===== config.mk =====
export PLATFORM = sky130hd
export DESIGN_NAME = befs_ctrl
export DESIGN_NICKNAME = d
export VERILOG_FILES = /design/src/befs_pkg.sv /design/src/befs_ctrl.sv
export SDC_FILE = /design/constraint.sdc
export NUM_CORES = 1
export LEC_CHECK = 0
export ABC_AREA = 1
export BUFFER_PORTS_ARGS = -buffer_cell sky130_fd_sc_hd__buf_4
export CAP_MARGIN = 40
export CORE_AREA = 2 2 39 41
export CTS_CLUSTER_SIZE = 40
export DETAILED_ROUTE_END_ITERATION = 6
export DIE_AREA = 0 0 41 43
export PLACE_DENSITY = 0.69
export SYNTH_ARGS = -nofsm -noshare
export SYNTH_HDL_FRONTEND = slang
export SYNTH_SLANG_ARGS = --single-unit

===== constraint.sdc =====
create_clock -name clk_i -period 2.4 [get_ports clk_i]
set_input_delay 0.24 -clock clk_i [delete_from_list [all_inputs] [get_ports clk_i]]
set_output_delay 0.24 -clock clk_i [all_outputs]
set_load 0.05 [all_outputs]

===== src/befs_pkg.sv =====
`timescale 1ns / 1ps
// ----------------------------------------------------------------------------
// befs_pkg: shared types and constants of the brace entry field splitter
// Character codes, result kinds, beat payloads and the command and status
// structures between the controller and the datapath.
// ----------------------------------------------------------------------------
package befs_pkg;

  localparam logic [7:0] CH_LBRACE = 8'h7B;
  localparam logic [7:0] CH_RBRACE = 8'h7D;
  localparam logic [7:0] CH_COMMA  = 8'h2C;
  localparam logic [7:0] CH_BSLASH = 8'h5C;
  localparam logic [7:0] CH_SPACE  = 8'h20;
  localparam logic [7:0] CH_TAB    = 8'h09;
  localparam logic [7:0] CH_CR     = 8'h0D;

  typedef enum logic [2:0] {
    KIND_LABEL = 3'd0,
    KIND_ITEM  = 3'd1,
    KIND_REST  = 3'd2,
    KIND_OK    = 3'd3,
    KIND_ERR   = 3'd4,
    KIND_TRUNC = 3'd5
  } kind_e;

  typedef enum logic [1:0] {
    SEL_CHAR,
    SEL_STATUS,
    SEL_REPLAY
  } sel_e;

  typedef struct packed {
    logic [7:0] ch;
    logic       end_of_entry;
  } in_beat_t;

  typedef struct packed {
    logic [2:0] kind;
    logic [7:0] out_char;
    logic       last;
  } out_beat_t;

  // Commands from the controller to the datapath.
  typedef struct packed {
    logic accept;
    logic rd;
    logic emit;
    sel_e sel;
    logic last;
  } dp_cmd_t;

  // Status from the datapath to the controller.
  typedef struct packed {
    logic out_free;
    logic plan_rpl;
    logic plan_chr;
    logic plan_sts;
    logic rpl_last;
  } dp_status_t;

  // Space, tab, line feed, vertical tab, form feed and carriage return.
  function automatic logic is_ws(input logic [7:0] c);
    return (c == CH_SPACE) || ((c >= CH_TAB) && (c <= CH_CR));
  endfunction

endpackage


===== src/befs_ctrl.sv =====
`timescale 1ns / 1ps
// ----------------------------------------------------------------------------
// befs_ctrl: sequencing controller
// Accepts characters and orders the result beats of each one: label
// replay first, then the character, then the entry status.
// ----------------------------------------------------------------------------
module befs_ctrl (
  input  logic                 clk_i,
  input  logic                 rst_ni,
  input  logic                 in_valid_i,
  output logic                 in_ready_o,
  input  befs_pkg::dp_status_t status_i,
  output befs_pkg::dp_cmd_t    cmd_o
);
  import befs_pkg::*;

  typedef enum logic [2:0] {
    ST_IDLE,
    ST_READ,
    ST_REPLAY,
    ST_CHAR,
    ST_STATUS
  } state_e;

  state_e state_q, state_d;
  logic   chr_pend_q, chr_pend_d;
  logic   sts_pend_q, sts_pend_d;

  always_comb begin
    state_d    = state_q;
    chr_pend_d = chr_pend_q;
    sts_pend_d = sts_pend_q;
    cmd_o      = '0;
    cmd_o.sel  = SEL_CHAR;
    in_ready_o = 1'b0;

    case (state_q)
      ST_IDLE: begin
        in_ready_o = status_i.out_free;
        if (in_valid_i && status_i.out_free) begin
          cmd_o.accept = 1'b1;
          chr_pend_d   = status_i.plan_chr;
          sts_pend_d   = status_i.plan_sts;
          if (status_i.plan_rpl) begin
            state_d = ST_READ;
          end else if (status_i.plan_chr) begin
            cmd_o.emit = 1'b1;
            cmd_o.sel  = SEL_CHAR;
            cmd_o.last = !status_i.plan_sts;
            if (status_i.plan_sts) state_d = ST_STATUS;
          end else if (status_i.plan_sts) begin
            cmd_o.emit = 1'b1;
            cmd_o.sel  = SEL_STATUS;
            cmd_o.last = 1'b1;
          end
        end
      end
      ST_READ: begin
        cmd_o.rd = 1'b1;
        state_d  = ST_REPLAY;
      end
      ST_REPLAY: begin
        if (status_i.out_free) begin
          cmd_o.emit = 1'b1;
          cmd_o.sel  = SEL_REPLAY;
          cmd_o.last = status_i.rpl_last && !chr_pend_q && !sts_pend_q;
          if (!status_i.rpl_last) state_d = ST_READ;
          else if (chr_pend_q) state_d = ST_CHAR;
          else if (sts_pend_q) state_d = ST_STATUS;
          else state_d = ST_IDLE;
        end
      end
      ST_CHAR: begin
        if (status_i.out_free) begin
          cmd_o.emit = 1'b1;
          cmd_o.sel  = SEL_CHAR;
          cmd_o.last = !sts_pend_q;
          state_d    = sts_pend_q ? ST_STATUS : ST_IDLE;
        end
      end
      ST_STATUS: begin
        if (status_i.out_free) begin
          cmd_o.emit = 1'b1;
          cmd_o.sel  = SEL_STATUS;
          cmd_o.last = 1'b1;
          state_d    = ST_IDLE;
        end
      end
      default: state_d = ST_IDLE;
    endcase
  end

  always_ff @(posedge clk_i or negedge rst_ni) begin
    if (!rst_ni) begin
      state_q    <= ST_IDLE;
      chr_pend_q <= 1'b0;
      sts_pend_q <= 1'b0;
    end else begin
      state_q    <= state_d;
      chr_pend_q <= chr_pend_d;
      sts_pend_q <= sts_pend_d;
    end
  end

endmodule


==> impl_results.md <==
- Netlist cell types: 14
- Die Y: approximately 43 um
- Sw Pwr: ~0.47 mW
- Drt total wl: around 1 mm
- Seq/Total Area, Yosys: approximately a quarter
- Mapped Cells: 75
- Sequential share of power: 21.0%
- Die area: 0.00176 mm^2
- Slew margin rel.: just under 80%
- Syn avg cell area: about 6.4 um^2
- PwrDens: 1290 mW/mm^2
- Final setup fails: 0
- Inst Count DP: around 110
- Layout Nets: 105
- Worst min path class: input port to register
- Leak Pwr: 0.366 nW
- Largest net degree at the start of global routing: 9
- CP Capture Type: output pin
- Critical path class: register to output pin
- CTS tree: done
- Routed length per instance: between 9 and 10 um
- Most common cell after layout, fill and taps aside: nand2_1
- Final min period: roughly 1.8 ns
- Initial antenna violation count: 0
- Final Power: 0.829 mW
- Worst-Skew Late Latency: 0.24 ns
- Comb power frac: between 60 and 70%
- Via count: 513
- Last element of the critical path: cmd_o[3]
- Antenna-violating nets left: 0
- Internal power: between 0.3 and 0.4 mW
- Core area: 0.00138 mm^2
- Pre-CTS setup slack: 0.887 ns
- CTS Buf Count: 3
- Area grow syn2layout: 33.6%
- Hold-fix buffers at CTS: 1
- Post-CTS Setup Bufs: 0
- Die W: just over 40 um
- DR vias/cell: 4.66
- Detailed Route Iter0 Violations: 12
- Fill cells: between 150 and 200
- DRC: 0
- FP Rows: 14
- Initial Util: 34.7%
- Reg-to-Reg End: state_q[2]
- Crit. Startpoint: state_q[0]
- Gpl congestion: a little under 0.8
- Slew Limit Fails: 0
- Clock sink total: 5
- FF+latch count, synth: 5
- Status: completed
- Number of global-route vias before repair: 421
- H-tree level count: 1
- Flop2flop setup slack: roughly 1.2 ns
- Post-Layout Cell Count: 110
- Area of the mapped netlist: approximately 480 um^2
- Actual slew at the worst max-slew pin: 0.310 ns
- Overall routing resource usage: 13.9%
- Worst path required time: roughly 2.2 ns
- Clock Pin Slew Worst Setup and Hold Paths: approximately 0.040 ns
- # port buffers: 14
- Clock Path Buffers: 2
- Clock power share: about 11%
- FF-to-FF Start: state_q[0]
- ANT cells: 0
- Startpoint types: register
- Worst reg2reg path depth: 6
- Post-route cell area: 642 um^2
- RSZ-0062 raised after global routing: no
- 1st-pass router iterations: 4
- Fmax: about 570 MHz
- Skew final: ~0.0045 ns
- Placed cell area: between 600 and 700 um^2
- Ratio of cells with drive above 1 in the final layout: about a third
- Max IR drop VDD: between 0.5 and 0.6 mV
- Boundary pin count: 15
- Final period util: roughly three quarters
- Crit path max fanout: 5
- Switching part of the total: between 50% and 60%
- CTS root buffer: clkbuf_4
- First-pass GRT wire length: between 1.5 and 2 mm
- DPL Wire Length: 843 um
- WHS Path Cells: 3
- Setup_tns: 0 ns
- Syn_nets: 85
- Post-cts sizing count: 0
- YS warnings: 0
- PnR worst setup slack: around 0.63 ns
- Most frequent cells in the layout: nand2_1 (19), nand3_1 (14), buf_4 (14)
- Number of max-cap violations: 0
- Final hold vios: 0
- GRT overflow: 0
- Arrival @ worst endpoint: between 1.5 and 2 ns
-- worst min-delay path by stage --
stage,from,slack [ns],end
after floorplan,rst_ni,-0.06,chr_pend_q
after global placement,rst_ni,0.04,state_q[2]
after detailed placement,rst_ni,0.04,state_q[2]
after CTS,status_i[1],0.31,sts_pend_q
after global routing,status_i[1],0.31,sts_pend_q
final,status_i[1],0.31,sts_pend_q
-- cell families (layout without fill, tap and decap cells) --
logic type                 after synthesis  after routing  synth area share [%]
AOI/OAI and AO/OA                        6              6                  7.81
adders and majority gates                2              2                  5.21
buffers and inverters                   15             34                  11.7
DFF                                      5              5                  26.0
and+or+nand+nor                         47             47                  49.2
-- registers in the layout, summed over array words and instances (netlist names) --
signal      cells
sts_pend_q      1
chr_pend_q      1
state_q         3
-- cell type report --
class                           count  area [um^2]  area share, %
Multi-Input combinational cell     55          299           46.6
Sequential cell                     5          125           19.5
Tap cell                           16         20.0           3.12
Timing Repair Buffer               15          115           17.9
Inverter                           15         56.3           8.77
Clock buffer                        4         26.3           4.09
-- critical path, stage by stage, from the launching register on --
cell      delay, ns
dfrtp_1        0.44
nor2_4         0.19
nand2_2        0.10
nor2_4         0.14
nand2_1        0.08
o211ai_2       0.13
buf_4          0.21
-- stage by stage --
| stage | util (%) | hold slack [ns] |
|---|---|---|
| 6_report | 46.4 | 0.310 |
| 5_1_grt | 46.4 | 0.312 |
| 3_5_place_dp | 43.8 | 0.0433 |
| 4_1_cts | 46.4 | 0.307 |
| 3_3_place_gp | 43.8 | 0.0427 |
| 2_1_floorplan | - | -0.0556 |
-- power groups by stage --
stage / sequential, mW / clock [mW] / combinational [mW]
final: 0.174 / 0.0941 / 0.561
after global routing: 0.181 / 0.107 / 0.613
after CTS: 0.173 / 0.0982 / 0.564
after detailed placement: 0.174 / 0 / 0.560
after global placement: 0.173 / 0 / 0.561
after floorplan: 0.165 / 0 / 0.437
-- cells in the mapped netlist --
cell / number / area (um^2)
nand2_2: 2 / 12.5
o21ai_0: 2 / 10.0
o211ai_2: 1 / 12.5
ha_1: 2 / 25.0
inv_1: 11 / 41.3
nand2_1: 19 / 71.3
nor2_4: 3 / 33.8
inv_2: 4 / 15.0
o21ai_1: 3 / 15.0
nand3_2: 2 / 20.0
dfrtp_1: 5 / 125
nor2_2: 1 / 6.26
nand3_1: 14 / 70.1
nor2_1: 6 / 22.5
-- layer usage --
layer,track usage (%),up-vias,share of wire (%)
met5,0,-,0
met4,2.00,0,0
met3,6.28,0,6.2
met2,20.0,17,47
met1,19.1,218,46
li1,-,278,-
Note: power is estimated with default switching activity, not from simulation.
