**config.mk**
```make
export PLATFORM = sky130hd
export DESIGN_NAME = befs_datapath
export DESIGN_NICKNAME = d
export VERILOG_FILES = /design/src/befs_pkg.sv /design/src/befs_datapath.sv
export SDC_FILE = /design/constraint.sdc
export NUM_CORES = 1
export LEC_CHECK = 0
export BUFFER_PORTS_ARGS = -buffer_cell sky130_fd_sc_hd__buf_2
export CAP_MARGIN = 20
export CORE_UTILIZATION = 50
export DETAILED_ROUTE_END_ITERATION = 10
export PLACE_DENSITY = 0.71
export SLEW_MARGIN = 20
export SYNTH_ARGS = -nofsm -noshare
export SYNTH_HDL_FRONTEND = slang
export SYNTH_SLANG_ARGS = --single-unit
export TNS_END_PERCENT = 5
```
**constraint.sdc**
```tcl
create_clock -name clk_i -period 4.1 [get_ports clk_i]
set_clock_uncertainty 0.2 [all_clocks]
set_input_delay 0.205 -clock clk_i [delete_from_list [all_inputs] [get_ports clk_i]]
set_output_delay 0.205 -clock clk_i [all_outputs]
set_load 0.005 [all_outputs]
```
**src/befs_pkg.sv**
```systemverilog
`timescale 1ns / 1ps
// ----------------------------------------------------------------------------
// befs_pkg: shared types and constants of the brace entry field splitter
// Character codes, result kinds, beat payloads and the command and status
// structures between the controller and the datapath.
// ----------------------------------------------------------------------------
package befs_pkg;

  localparam logic [7:0] CH_LBRACE = 8'h7B;
  localparam logic [7:0] CH_RBRACE = 8'h7D;
  localparam logic [7:0] CH_COMMA  = 8'h2C;
  localparam logic [7:0] CH_BSLASH = 8'h5C;
  localparam logic [7:0] CH_SPACE  = 8'h20;
  localparam logic [7:0] CH_TAB    = 8'h09;
  localparam logic [7:0] CH_CR     = 8'h0D;

  typedef enum logic [2:0] {
    KIND_LABEL = 3'd0,
    KIND_ITEM  = 3'd1,
    KIND_REST  = 3'd2,
    KIND_OK    = 3'd3,
    KIND_ERR   = 3'd4,
    KIND_TRUNC = 3'd5
  } kind_e;

  typedef enum logic [1:0] {
    SEL_CHAR,
    SEL_STATUS,
    SEL_REPLAY
  } sel_e;

  typedef struct packed {
    logic [7:0] ch;
    logic       end_of_entry;
  } in_beat_t;

  typedef struct packed {
    logic [2:0] kind;
    logic [7:0] out_char;
    logic       last;
  } out_beat_t;

  // Commands from the controller to the datapath.
  typedef struct packed {
    logic accept;
    logic rd;
    logic emit;
    sel_e sel;
    logic last;
  } dp_cmd_t;

  // Status from the datapath to the controller.
  typedef struct packed {
    logic out_free;
    logic plan_rpl;
    logic plan_chr;
    logic plan_sts;
    logic rpl_last;
  } dp_status_t;

  // Space, tab, line feed, vertical tab, form feed and carriage return.
  function automatic logic is_ws(input logic [7:0] c);
    return (c == CH_SPACE) || ((c >= CH_TAB) && (c <= CH_CR));
  endfunction

endpackage

```
**src/befs_datapath.sv**
```systemverilog
`timescale 1ns / 1ps
// ----------------------------------------------------------------------------
// befs_datapath: entry state, label memory and output register
// Works out the results of one character, stores label characters and
// drives the output beat register under the controller's commands.
// ----------------------------------------------------------------------------
module befs_datapath #(
  parameter int LABEL_DEPTH = 32,
  parameter int PREFIX_LEN  = 7,
  parameter int BRACE_MAX   = 31
) (
  input  logic                 clk_i,
  input  logic                 rst_ni,
  input  befs_pkg::in_beat_t   in_beat_i,
  input  befs_pkg::dp_cmd_t    cmd_i,
  input  logic                 out_ready_i,
  output befs_pkg::dp_status_t status_o,
  output logic                 out_valid_o,
  output befs_pkg::out_beat_t  out_beat_o
);
  import befs_pkg::*;

  localparam int IDX_W   = (LABEL_DEPTH > 1) ? $clog2(LABEL_DEPTH) : 1;
  localparam int LEN_W   = $clog2(LABEL_DEPTH + 1);
  localparam int PCNT_W  = (PREFIX_LEN > 0) ? $clog2(PREFIX_LEN + 1) : 1;
  localparam int DEPTH_W = $clog2(BRACE_MAX + 1);

  typedef enum logic [2:0] {
    PH_PREFIX,
    PH_LABEL,
    PH_WS,
    PH_ITEM,
    PH_REST
  } phase_e;

  typedef struct packed {
    logic             rpl;
    logic [LEN_W-1:0] len;
    logic             chr;
    kind_e            ch_kind;
    logic [7:0]       ch;
    logic             sts;
    kind_e            sts_kind;
  } plan_t;

  phase_e             phase_q, phase_d;
  logic [PCNT_W-1:0]  pcnt_q, pcnt_d;
  logic [DEPTH_W-1:0] depth_q, depth_d;
  logic [7:0]         prev_q, prev_d;
  logic [LEN_W-1:0]   llen_q, llen_d;
  logic               seen_q, seen_d;
  logic               trunc_q, trunc_d;
  logic [IDX_W-1:0]   rpl_idx_q;

  logic [7:0]         label_mem [LABEL_DEPTH];
  logic [7:0]         rd_data_q;

  plan_t              plan_live, plan_q, plan_src;
  logic               wr_en;
  logic               out_valid_q;
  out_beat_t          out_q;
  logic               out_free;

  always_comb begin
    logic [7:0] c;
    logic       plain;
    logic       do_item;
    logic       do_label;
    logic       rpl_raw;

    c        = in_beat_i.ch;
    plain    = (prev_q != CH_BSLASH);
    do_item  = 1'b0;
    do_label = 1'b0;
    rpl_raw  = 1'b0;
    wr_en    = 1'b0;
    phase_d  = phase_q;
    pcnt_d   = pcnt_q;
    depth_d  = depth_q;
    prev_d   = c;
    llen_d   = llen_q;
    seen_d   = seen_q;
    trunc_d  = trunc_q;
    plan_live          = '0;
    plan_live.ch       = c;
    plan_live.ch_kind  = KIND_LABEL;
    plan_live.sts_kind = KIND_ERR;

    if (phase_q == PH_PREFIX) begin
      if (pcnt_q < PCNT_W'(PREFIX_LEN)) begin
        pcnt_d = pcnt_q + 1'b1;
      end else begin
        phase_d = PH_LABEL;
      end
    end

    case (phase_d)
      PH_PREFIX: begin
      end
      PH_LABEL: begin
        if (c == CH_LBRACE && plain) begin
          if (depth_d < DEPTH_W'(BRACE_MAX)) depth_d = depth_d + 1'b1;
          do_label = 1'b1;
        end else if (c == CH_RBRACE) begin
          if (plain && depth_d != '0) depth_d = depth_d - 1'b1;
          if (depth_d == '0) phase_d = PH_WS;
          else do_label = 1'b1;
        end else if (c == CH_COMMA) begin
          phase_d = PH_WS;
        end else begin
          do_label = 1'b1;
        end
      end
      PH_WS: begin
        if (!is_ws(c)) begin
          if (depth_d == '0) begin
            rpl_raw           = 1'b1;
            phase_d           = PH_REST;
            plan_live.chr     = 1'b1;
            plan_live.ch_kind = KIND_REST;
          end else begin
            phase_d = PH_ITEM;
            do_item = 1'b1;
          end
        end
      end
      PH_ITEM: do_item = 1'b1;
      PH_REST: begin
        plan_live.chr     = 1'b1;
        plan_live.ch_kind = KIND_REST;
      end
      default: begin
      end
    endcase

    if (do_label) begin
      plan_live.chr     = 1'b1;
      plan_live.ch_kind = KIND_LABEL;
      if (llen_q < LEN_W'(LABEL_DEPTH)) begin
        wr_en  = 1'b1;
        llen_d = llen_q + 1'b1;
      end else begin
        trunc_d = 1'b1;
      end
    end

    if (do_item) begin
      if (c == CH_LBRACE && plain) begin
        if (depth_d < DEPTH_W'(BRACE_MAX)) depth_d = depth_d + 1'b1;
        plan_live.chr     = 1'b1;
        plan_live.ch_kind = KIND_ITEM;
        seen_d            = 1'b1;
      end else if (c == CH_RBRACE && plain) begin
        if (depth_d != '0) depth_d = depth_d - 1'b1;
        if (depth_d == '0) begin
          // Closing brace of an empty item: the label stands in for it.
          rpl_raw = !seen_q;
          phase_d = PH_REST;
        end else begin
          plan_live.chr     = 1'b1;
          plan_live.ch_kind = KIND_ITEM;
          seen_d            = 1'b1;
        end
      end else begin
        plan_live.chr     = 1'b1;
        plan_live.ch_kind = KIND_ITEM;
        seen_d            = 1'b1;
      end
    end

    plan_live.len = llen_d;

    if (in_beat_i.end_of_entry) begin
      plan_live.sts = 1'b1;
      if (phase_d == PH_REST) begin
        plan_live.sts_kind = trunc_d ? KIND_TRUNC : KIND_OK;
      end else if (phase_d == PH_WS && depth_d == '0) begin
        rpl_raw            = 1'b1;
        plan_live.sts_kind = trunc_d ? KIND_TRUNC : KIND_OK;
      end else begin
        plan_live.sts_kind = KIND_ERR;
      end
      phase_d = PH_PREFIX;
      pcnt_d  = '0;
      depth_d = DEPTH_W'(1);
      prev_d  = '0;
      llen_d  = '0;
      seen_d  = 1'b0;
      trunc_d = 1'b0;
    end

    plan_live.rpl = rpl_raw && (plan_live.len != '0);
  end

  always_ff @(posedge clk_i or negedge rst_ni) begin
    if (!rst_ni) begin
      phase_q   <= PH_PREFIX;
      pcnt_q    <= '0;
      depth_q   <= DEPTH_W'(1);
      prev_q    <= '0;
      llen_q    <= '0;
      seen_q    <= 1'b0;
      trunc_q   <= 1'b0;
      rpl_idx_q <= '0;
    end else begin
      if (cmd_i.accept) begin
        phase_q   <= phase_d;
        pcnt_q    <= pcnt_d;
        depth_q   <= depth_d;
        prev_q    <= prev_d;
        llen_q    <= llen_d;
        seen_q    <= seen_d;
        trunc_q   <= trunc_d;
        rpl_idx_q <= '0;
      end else if (cmd_i.emit && cmd_i.sel == SEL_REPLAY) begin
        rpl_idx_q <= rpl_idx_q + 1'b1;
      end
    end
  end

  always_ff @(posedge clk_i) begin
    if (cmd_i.accept) plan_q <= plan_live;
  end

  // Label memory: written at the current label length, read for replay.
  always_ff @(posedge clk_i) begin
    if (cmd_i.accept && wr_en) label_mem[llen_q[IDX_W-1:0]] <= in_beat_i.ch;
    if (cmd_i.rd) rd_data_q <= label_mem[rpl_idx_q];
  end

  assign out_free = !out_valid_q || out_ready_i;
  assign plan_src = cmd_i.accept ? plan_live : plan_q;

  always_ff @(posedge clk_i or negedge rst_ni) begin
    if (!rst_ni) begin
      out_valid_q <= 1'b0;
    end else if (out_free) begin
      out_valid_q <= cmd_i.emit;
    end
  end

  always_ff @(posedge clk_i) begin
    if (out_free && cmd_i.emit) begin
      out_q.last <= cmd_i.last;
      case (cmd_i.sel)
        SEL_CHAR: begin
          out_q.kind     <= plan_src.ch_kind;
          out_q.out_char <= plan_src.ch;
        end
        SEL_STATUS: begin
          out_q.kind     <= plan_src.sts_kind;
          out_q.out_char <= '0;
        end
        SEL_REPLAY: begin
          out_q.kind     <= KIND_ITEM;
          out_q.out_char <= rd_data_q;
        end
        default: begin
          out_q.kind     <= KIND_ERR;
          out_q.out_char <= '0;
        end
      endcase
    end
  end

  assign status_o.out_free = out_free;
  assign status_o.plan_rpl = plan_live.rpl;
  assign status_o.plan_chr = plan_live.chr;
  assign status_o.plan_sts = plan_live.sts;
  assign status_o.rpl_last = ((LEN_W'(rpl_idx_q) + LEN_W'(1)) == plan_q.len);

  assign out_valid_o = out_valid_q;
  assign out_beat_o  = out_q;

endmodule

```
==> results of run 1 <==
logic make-up (layout without fill, tap and decap cells):
logic type / after synthesis / after routing / share of synthesized area
buffers and inverters: 86 / 260 / 0.0245
adders and majority gates: 11 / 11 / 0.00947
AOI/OAI and AO/OA: 194 / 194 / 0.0927
DFF: 329 / 329 / 0.659
muxes: 106 / 106 / 0.101
and+or+nand+nor: 307 / 307 / 0.105
xor gates and xnor gates: 14 / 14 / 0.00844
layout by cell type, fill, tap and decap left out, drive strengths merged, types with 7 or more instances in the layout:
| cell type | n |
|---|---|
| edfxtp | 282 |
| buf | 164 |
| nor2 | 109 |
| nand2 | 69 |
| mux2i | 66 |
| o21ai | 52 |
| clkbuf | 40 |
| a21oi | 38 |
| mux4 | 32 |
| dfrtp | 32 |
| nor3 | 29 |
| inv | 28 |
| o221ai | 24 |
| nand3 | 20 |
| dfxtp | 14 |
| o22ai | 14 |
| nand3b | 12 |
| dlygate4sd3 | 12 |
| nor2b | 11 |
| ha | 11 |
| clkinv | 10 |
| xnor2 | 8 |
| mux2 | 8 |
| a31oi | 7 |
through the flow:
step	instances	utilization	TNS [ns]	cell area, sq um
final	1605	0.604	-0.645	17300
after global routing	1605	0.604	-1.10	17300
after CTS	1600	0.600	-0.610	17200
after detailed placement	1521	0.554	-0.450	15800
after global placement	1521	0.554	-0.438	15800
after floorplan	1047	-	0	14600
timing repair:
item / 4_1_cts / 5_1_grt
pin swaps: 15 / 18
endpoints found under the setup margin: 3 / 5
setup buffers: 9 / 6
gates resized for setup: 21 / 17
hold endpoints to repair: 82 / 0
gates cloned: 0 / 0
hold buffers: 12 / 0
critical path, delay by kind of cell, from the launching register on:
kind | cells | cell delay, ns
AOI/OAI and AO/OA | 7 | 1.33
and+or+nand+nor | 6 | 1.20
buffers and inverters | 4 | 0.46
DFF | 1 | 0.43
adders and majority gates | 1 | 0.15
registers in the layout, summed over array words and instances (netlist names):
signal,cells
rpl_idx_q,5
out_beat_o,12
rd_data_q,8
seen_q,1
pcnt_q,3
trunc_q,1
label_mem,256
prev_q,8
plan_q,20
depth_q,5
phase_q,3
out_valid_o,1
llen_q,6
power by group through the flow:
stage               Clock [mW]  Sequential, mW  Combinational, mW
detailed placement           0            3.76              0.316
global route              3.10            3.69              0.352
finish                    2.94            3.69              0.327
global placement             0            3.76              0.310
CTS                       2.97            3.69              0.329
floorplan                    0            3.76              0.174
metal layers:
metal | track usage | vias up
met1 | 0.320 | 4706
met5 | 0 | -
met4 | 0.0763 | 0
met3 | 0.0228 | 64
met2 | 0.395 | 321
li1 | - | 4349
worst max-delay path by stage:
stage / depth (start not counted) / end / slack (ns) / start
after floorplan: 17 / out_beat_o[11] / 0.05 / depth_q[0]
after global placement: 19 / status_o[3] / -0.19 / in_beat_i[8]
after detailed placement: 19 / status_o[3] / -0.18 / in_beat_i[8]
after CTS: 19 / status_o[3] / -0.48 / depth_q[4]
after global routing: 16 / status_o[3] / -0.58 / depth_q[0]
final: 18 / status_o[3] / -0.46 / depth_q[2]
layout make-up:
type,count,area [sq um]
clock inverters,18,238
fillers,2129,11300
inverters,26,100
flip-flops and latches,329,9580
multi-input cells,632,4770
repair buffers,176,1310
clock buffers,40,810
well taps,384,480
==> results.toml, run 1 <==
[flow_run]
max-cap-violations = 0

[routing]
via_per_inst = 5.88
routed.top_layer = "met4"
wl_met1_microns = 14700
wirelength_microns = 34900
route.met3.wl_microns = 1900
drtPass1Iterations = 5
drtIter0Drc = 1084
wl_met2_microns = 17300
ant_nets = 0
detail_route.drc_violations = 0
dr_total_vias = 9440
routedWlPerCell_microns = 21.7

[floorplanning]
io-pin-count = 36
start_util = 0.508
die-height_microns = 173
dieArea_sq_um = 29800
rows = 62
fp.dieW_microns = 173
core_area_sq_um = 28600

[power_and_ir_drop]
internal-power_mw = 5.57
seqPwrFrac = 0.530
p_sw_mw = 1.39
power_density_nw_per_um2 = 403
ir_drop_mv = 0.297
power.leakage_nw = 5.77
power_frac_clock = 0.423
total_power_mw = 6.96
power_frac_comb = 0.047
switching_share = 0.200

[synthesis]
syn_inst = 1047
synthArstFlopShare = 0.100
yosysMostFrequentCell = "edfxtp_1"
synth_nets = 1076
synth.distinct_cells = 87
synth_enable_flop_cells = 282
ys_warn_count = 0
yosysSeqAreaShare = 0.659
yosys.area.top_type = "edfxtp_1"
synth.top_cells.by_area = "edfxtp_1, dfrtp_1, mux4_2"
syn-cell-area_sq_um = 14500
ys_dominant_reg_cell = "edfxtp_1"
synth_commonest_cells = "edfxtp_1, nor2_1, nand2_1"
synthDominantCellAreaShare = 0.583
ys_ff_latch = 329
synth_area_per_cell_sq_um = 13.9

[run_status]
status = "finished, violations left"
violations = "negative setup slack"

[timing]
rsz0062_at_grt = "true"
worst_slew_pin_slew_ns = 1.02
hold_violations = 0
finalCritPeriodShare = 1.11
fmax_mhz = 219
finalSetupViolCount = 4
fin_crit_ns = 4.56
relSlewSlack = 0.317
holdWs_ns = 0.0272
drv_slew = 0
setup_ws_ns = -0.459

[clocking]
root_buffer = "clkbuf_16"
path_clk_slew_ns = 0.06
numCtsBuffers = 31
clock_sinks = 329
cts.htree.levels = 1
insertion_delay_ns = 0.56
cts_max_path_buffers = 3
cts_tree = "yes"

[worst_setup_path]
rrSetupSlack_ns = -0.03
timing.rr.start = "depth_q[2]"
end_kind = "output pin"
cp_slowest_cell = "or4_4"
crit_required_ns = 3.69
cp_max_fo = 4
reg2reg_to = "out_beat_o[10]"
arrival_ns = 4.15
path_cells = "buf_6 -> nand4_1 -> nor2_2 -> or4_4 -> a21oi_4 -> or2_4 -> inv_4 -> ha_4 -> and2_4 -> buf_4 -> a211oi_2 -> a221oi_2 -> o311a_1 -> a211o_1 -> nor2_2 -> a31oi_4 -> a221oi_4 -> buf_6"
start_kind = "flip-flop"
cpPeakStageDelay_ns = 0.52
crit_type = "flip-flop to output pin"
worstRegToRegCells = 19

[cells_and_area]
final_nets = 1225
insertedDiodeCount = 0
drive_gt1_frac = 0.242
syn_to_final_growth_pct = 18.9

[global_route]
antenna_found_initial = 0
grt_pass1_vias = 9097
grtUsageTotal = 0.234
grt_overflow = 0
grt_pass1_wl_microns = 53400
grt_max_degree = 55

[place]
pre_cts_ws_ns = -0.179
io_buffers = 35
dp_hpwl_microns = 22600
gp_congestion = 0.909

[worst_hold_path]
min_to = "label_mem[22][7]"
hold_depth = 2
hp-start = "in_beat_i[8]"
hold_class = "input port to flip-flop"
Power figures use the tool's default switching activity.
==> run 2, diff against run 1 <==
--- a/config.mk
+++ b/config.mk
@@ -5,12 +5,12 @@
 export SDC_FILE = /design/constraint.sdc
 export NUM_CORES = 1
 export LEC_CHECK = 0
-export BUFFER_PORTS_ARGS = -buffer_cell sky130_fd_sc_hd__buf_2
+export BUFFER_PORTS_ARGS = -buffer_cell sky130_fd_sc_hd__buf_4
 export CAP_MARGIN = 20
 export CORE_UTILIZATION = 50
 export DETAILED_ROUTE_END_ITERATION = 10
 export PLACE_DENSITY = 0.71
-export SLEW_MARGIN = 20
+export SLEW_MARGIN = 30
 export SYNTH_ARGS = -nofsm -noshare
 export SYNTH_HDL_FRONTEND = slang
 export SYNTH_SLANG_ARGS = --single-unit
==> run 2 against run 1 <==
The flow still finishes with violations (negative setup slack). Global-route usage increased by 0.14 points. Setup slack improved by 0.072 ns. Sequential power about the same. Critical path depth decreased by 2. Non-clock buffer count decreased by 2. Maximum frequency increased by 1.6%. Routed wire length increased by 1.1%. Clock power about the same. Core utilization increased by 0.11 points. Sequential share of layout area decreased by 0.10 points.
==> results.toml, run 2 (synthesized netlist as in run 1, its figures left out) <==
[run_status]
status = "finished, violations left"
violations = "negative setup slack"

[cells_and_area]
final_nets = 1222
syn_to_final_growth_pct = 19.2
final_common_cell = "edfxtp_1"
largest_reg_flops = 256
fin_cells = 1601
design_area_sq_um = 17300
final_cell_mix = "edfxtp_1, buf_4, nor2_1"
insertedDiodeCount = 0
drive_gt1_frac = 0.242
n_fill_cell = 2137
final_util = 0.605

[clocking]
numCtsBuffers = 30
insertion_delay_ns = 0.55
clock_sinks = 329
root_buffer = "clkbuf_16"
cts_tree = "yes"
cts.htree.levels = 1
cts_max_path_buffers = 3
path_clk_slew_ns = 0.06

[worst_setup_path]
rrSetupSlack_ns = -0.09
reg2reg_to = "out_beat_o[11]"
arrival_ns = 4.08
cp_max_fo = 4
start_kind = "flip-flop"
crit_type = "flip-flop to output pin"
crit_required_ns = 3.69
end_kind = "output pin"
timing.rr.start = "depth_q[0]"
worstRegToRegCells = 18

[worst_hold_path]
hold_depth = 2
min_to = "label_mem[29][2]"
hp-start = "in_beat_i[3]"
hold_class = "input port to flip-flop"

[floorplanning]
die-height_microns = 173
rows = 62
start_util = 0.508
fp.dieW_microns = 173
core_area_sq_um = 28600
io-pin-count = 36
dieArea_sq_um = 29800

[power_and_ir_drop]
internal-power_mw = 5.55
power.leakage_nw = 5.78
switching_share = 0.204
power_frac_comb = 0.048
seqPwrFrac = 0.530
ir_drop_mv = 0.381
power_frac_clock = 0.422
total_power_mw = 6.98
p_sw_mw = 1.42
power_density_nw_per_um2 = 403

[timing]
hold_violations = 0
fmax_mhz = 223
relSlewSlack = 0.336
drv_slew = 0
finalCritPeriodShare = 1.09
finalSetupViolCount = 4
rsz0062_at_grt = "true"
tns_ns = -0.663
setup_ws_ns = -0.387
fin_crit_ns = 4.49
holdWs_ns = 0.0242
worst_slew_pin_slew_ns = 0.996

[routing]
routedWlPerCell_microns = 22.0
ant_nets = 0
drtPass1Iterations = 7
drtIter0Drc = 857
via_per_inst = 5.87
wirelength_microns = 35300
dr_total_vias = 9404
detail_route.drc_violations = 0

[flow_run]
max-cap-violations = 0

[global_route]
grtUsageTotal = 0.235
grt_max_degree = 56
grt_pass1_wl_microns = 53700
grt_pass1_vias = 9245
grt_overflow = 0
antenna_found_initial = 0

[place]
io_buffers = 35
place_inst = 1519
pre_cts_ws_ns = -0.147
dp_hpwl_microns = 22900
gp_congestion = 0.914
place_area_sq_um = 15900
-- run 2: worst max path at each step --
stage / to / slack (ns) / from
6_report: status_o[3] / -0.39 / depth_q[0]
5_1_grt: status_o[3] / -0.54 / depth_q[0]
4_1_cts: status_o[3] / -0.52 / depth_q[0]
3_5_place_dp: status_o[3] / -0.15 / in_beat_i[8]
3_3_place_gp: status_o[3] / -0.15 / in_beat_i[8]
2_1_floorplan: out_beat_o[11] / 0.05 / depth_q[0]
-- run 2: layout make-up --
| type | instances | area [sq um] | area share |
|---|---|---|---|
| Clock inverter | 25 | 269 | 0.0155 |
| Inverter | 26 | 100 | 0.00578 |
| Clock buffer | 31 | 776 | 0.0448 |
| Multi-Input combinational cell | 632 | 4740 | 0.274 |
| Sequential cell | 329 | 9580 | 0.553 |
| Timing Repair Buffer | 174 | 1370 | 0.0792 |
| Tap cell | 384 | 480 | 0.0277 |
-- run 2: power groups by stage --
stage | Sequential, mW | Combinational [mW] | Clock [mW]
floorplan | 3.76 | 0.174 | 0
global placement | 3.77 | 0.314 | 0
detailed placement | 3.77 | 0.320 | 0
CTS | 3.70 | 0.336 | 2.97
global route | 3.70 | 0.360 | 3.09
finish | 3.70 | 0.337 | 2.94
-- run 2: routing by layer --
layer	track usage	vias to the layer above	share of wire
met1	0.317	4715	0.42
met2	0.401	289	0.50
li1	-	4326	-
met5	0	-	0
met4	0.0751	0	0.031
met3	0.0252	74	0.052
-- run 2: repair_timing --
action / CTS / global route
pin swaps: 8 / 10
gates resized for setup: 11 / 18
hold buffers: 15 / 0
setup endpoints to repair: 4 / 7
endpoints found under the hold margin: 93 / 0
buffers inserted: 6 / 6
-- run 2: critical path, stage by stage (launching register included) --
cell	delay, ns
dfstp_2	0.54
inv_2	0.05
ha_4	0.21
or4_4	0.52
a21oi_4	0.14
or2_4	0.17
ha_2	0.20
o31a_1	0.20
a22o_1	0.16
o21ai_0	0.08
a211o_1	0.29
a211oi_2	0.28
inv_1	0.09
nand2_1	0.10
a31oi_1	0.06
a221oi_2	0.29
buf_6	0.15
==> run 3, diff against run 2 <==
--- a/config.mk
+++ b/config.mk
@@ -7,9 +7,9 @@
 export LEC_CHECK = 0
 export BUFFER_PORTS_ARGS = -buffer_cell sky130_fd_sc_hd__buf_4
 export CAP_MARGIN = 20
-export CORE_UTILIZATION = 50
+export CORE_UTILIZATION = 56
 export DETAILED_ROUTE_END_ITERATION = 10
-export PLACE_DENSITY = 0.71
+export PLACE_DENSITY = 0.77
 export SLEW_MARGIN = 30
 export SYNTH_ARGS = -nofsm -noshare
 export SYNTH_HDL_FRONTEND = slang
==> run 3 against run 2 <==
The flow still finishes with violations (negative setup slack). Global-route usage is 3.8 points higher. Count of clock-buffer cells in the layout is 9 higher. Maximum frequency is 1.4% lower. Combinational power hardly changed. Routed wire length is 1.3% higher. Die area is 11% lower. First-iteration DRC count is 39% higher. Sequential power hardly changed. Clock power is 9.2% lower. Power is 3.9% lower. Largest cell class unchanged.
==> results.toml, run 3 (synthesized netlist as in run 1, its figures left out) <==
[run_status]
status = "finished, violations left"
violations = "negative setup slack"

[global_route]
antenna_found_initial = 0
grt_overflow = 0
grt_pass1_wl_microns = 54300
grt_max_degree = 56
grtUsageTotal = 0.273
grt_pass1_vias = 9517

[place]
place_area_sq_um = 15800
io_buffers = 35
dp_hpwl_microns = 22600
gp_congestion = 0.906
pre_cts_ws_ns = -0.0315

[cells_and_area]
final_cell_mix = "edfxtp_1, buf_4, nor2_1"
final-seq-area_sq_um = 9580
design_area_sq_um = 17300
final_nets = 1223
drive_gt1_frac = 0.249
final_common_cell = "edfxtp_1"
largest_reg_flops = 256
n_fill_cell = 1686
insertedDiodeCount = 0
multi_input_area_sq_um = 4840
final_util = 0.681
syn_to_final_growth_pct = 18.7

[routing]
detail_route.drc_violations = 0
dr_total_vias = 9651
drtIter0Drc = 1192
wirelength_microns = 35700
drtPass1Iterations = 5
routedWlPerCell_microns = 23.1
ant_nets = 0
via_per_inst = 6.24

[worst_setup_path]
crit_path_start = "depth_q[1]"
timing.rr.start = "depth_q[1]"
end_kind = "output pin"
crit_type = "flip-flop to output pin"
crit_required_ns = 3.69
cp_max_fo = 4
arrival_ns = 4.15
start_kind = "flip-flop"

[power_and_ir_drop]
power_density_nw_per_um2 = 388
power.leakage_nw = 5.74
ir_drop_mv = 0.411

[timing]
hold_violations = 0
finalCritPeriodShare = 1.11
finalSetupViolCount = 2
rsz0062_at_grt = "true"
fin_crit_ns = 4.55
setup_ws_ns = -0.451
tns_ns = -0.688
fmax_mhz = 220
relSlewSlack = 0.515
drv_slew = 0
worst_slew_pin_slew_ns = 0.721

[clocking]
cts.htree.levels = 1
cts_max_path_buffers = 3
root_buffer = "clkbuf_16"
numCtsBuffers = 31
cts_tree = "yes"
path_clk_slew_ns = 0.07
clock_sinks = 329
insertion_delay_ns = 0.54

[floorplanning]
start_util = 0.574
rows = 58
fp.dieW_microns = 163
die-height_microns = 163
io-pin-count = 36
core_area_sq_um = 25300
dieArea_sq_um = 26600

[worst_hold_path]
hp-start = "in_beat_i[2]"
hold_class = "input port to flip-flop"

[flow_run]
max-cap-violations = 0
## run 3: cell types whose count changed in the layout (fill, tap and decap cells not counted), moves of 3 or more
cell / before / now
clkinv_1: 9 / 6
clkbuf_1: 0 / 7
buf_6: 1 / 4
clkinv_2: 7 / 4
bufinv_16: 6 / 1
a21oi_1: 36 / 33
a21oi_2: 1 / 4
## run 3: area by class of cell
| cell class | instances | share of cell area |
|---|---|---|
| Tap cell | 330 | 0.0239 |
| Timing Repair Buffer | 174 | 0.0805 |
| Clock inverter | 15 | 0.00609 |
| Clock buffer | 40 | 0.0481 |
| Multi-Input combinational cell | 632 | 0.281 |
| Inverter | 26 | 0.00566 |
| Sequential cell | 329 | 0.555 |
## run 3: final timing paths
check	endpoint	slack (ns)	cells after the start
setup / recovery	status_o[3]	-0.45	19
hold / removal	label_mem[24][1]	0.06	2
setup reg to reg	out_beat_o[11]	0.01	18
hold reg to reg	plan_q[14]	0.27	1
max in group asynchronous	rpl_idx_q[0]	2.92	4
min in group asynchronous	out_valid_o	0.55	4
## run 3: repair_timing
action	in CTS	in global routing
endpoints found under the setup margin	2	262
hold buffers	13	0
pin swaps	21	16
hold endpoints to repair	102	0
cloned	0	0
buffers inserted	18	8
gates resized for setup	25	24
## run 3: power breakdown
group / switching (mW) / internal [mW]
Clock: 1.18 / 1.48
Combinational: 0.197 / 0.137
Sequential: 0.0277 / 3.67
## run 3: metal layers
layer  track usage  part of all wire  vias up  wire (microns)
li1              -                 -     4327               -
met4        0.0871             0.031        0            1120
met3        0.0518             0.081       72            2910
met1         0.380              0.42     4820           14800
met5             0                 0        -               0
met2         0.435              0.47      432           16900
## run 3: worst max-delay path, cell delays in order (launching register included)
cell       delay [ns]
dfrtp_1          0.39
inv_2            0.09
ha_4             0.13
or4b_4           0.46
a22oi_2          0.19
o41ai_2          0.08
o31a_1           0.18
buf_4            0.18
ha_4             0.16
o31a_1           0.12
a22o_1           0.24
buf_6            0.13
buf_6            0.10
a211o_1          0.27
a32o_2           0.27
o2111ai_4        0.09
nor2_1           0.08
a31oi_1          0.23
a221oi_2         0.06
buf_4            0.15
## run 3: through the flow
stage                     power [mW]  hold WS [ns]  std cells
after CTS                       6.71        0.0431       1539
after detailed placement        4.08       -0.0139       1453
after global routing            6.87        0.0583       1546
after floorplan                 3.93        -0.291       1047
final                           6.70        0.0637       1546
after global placement          4.07       -0.0175       1453
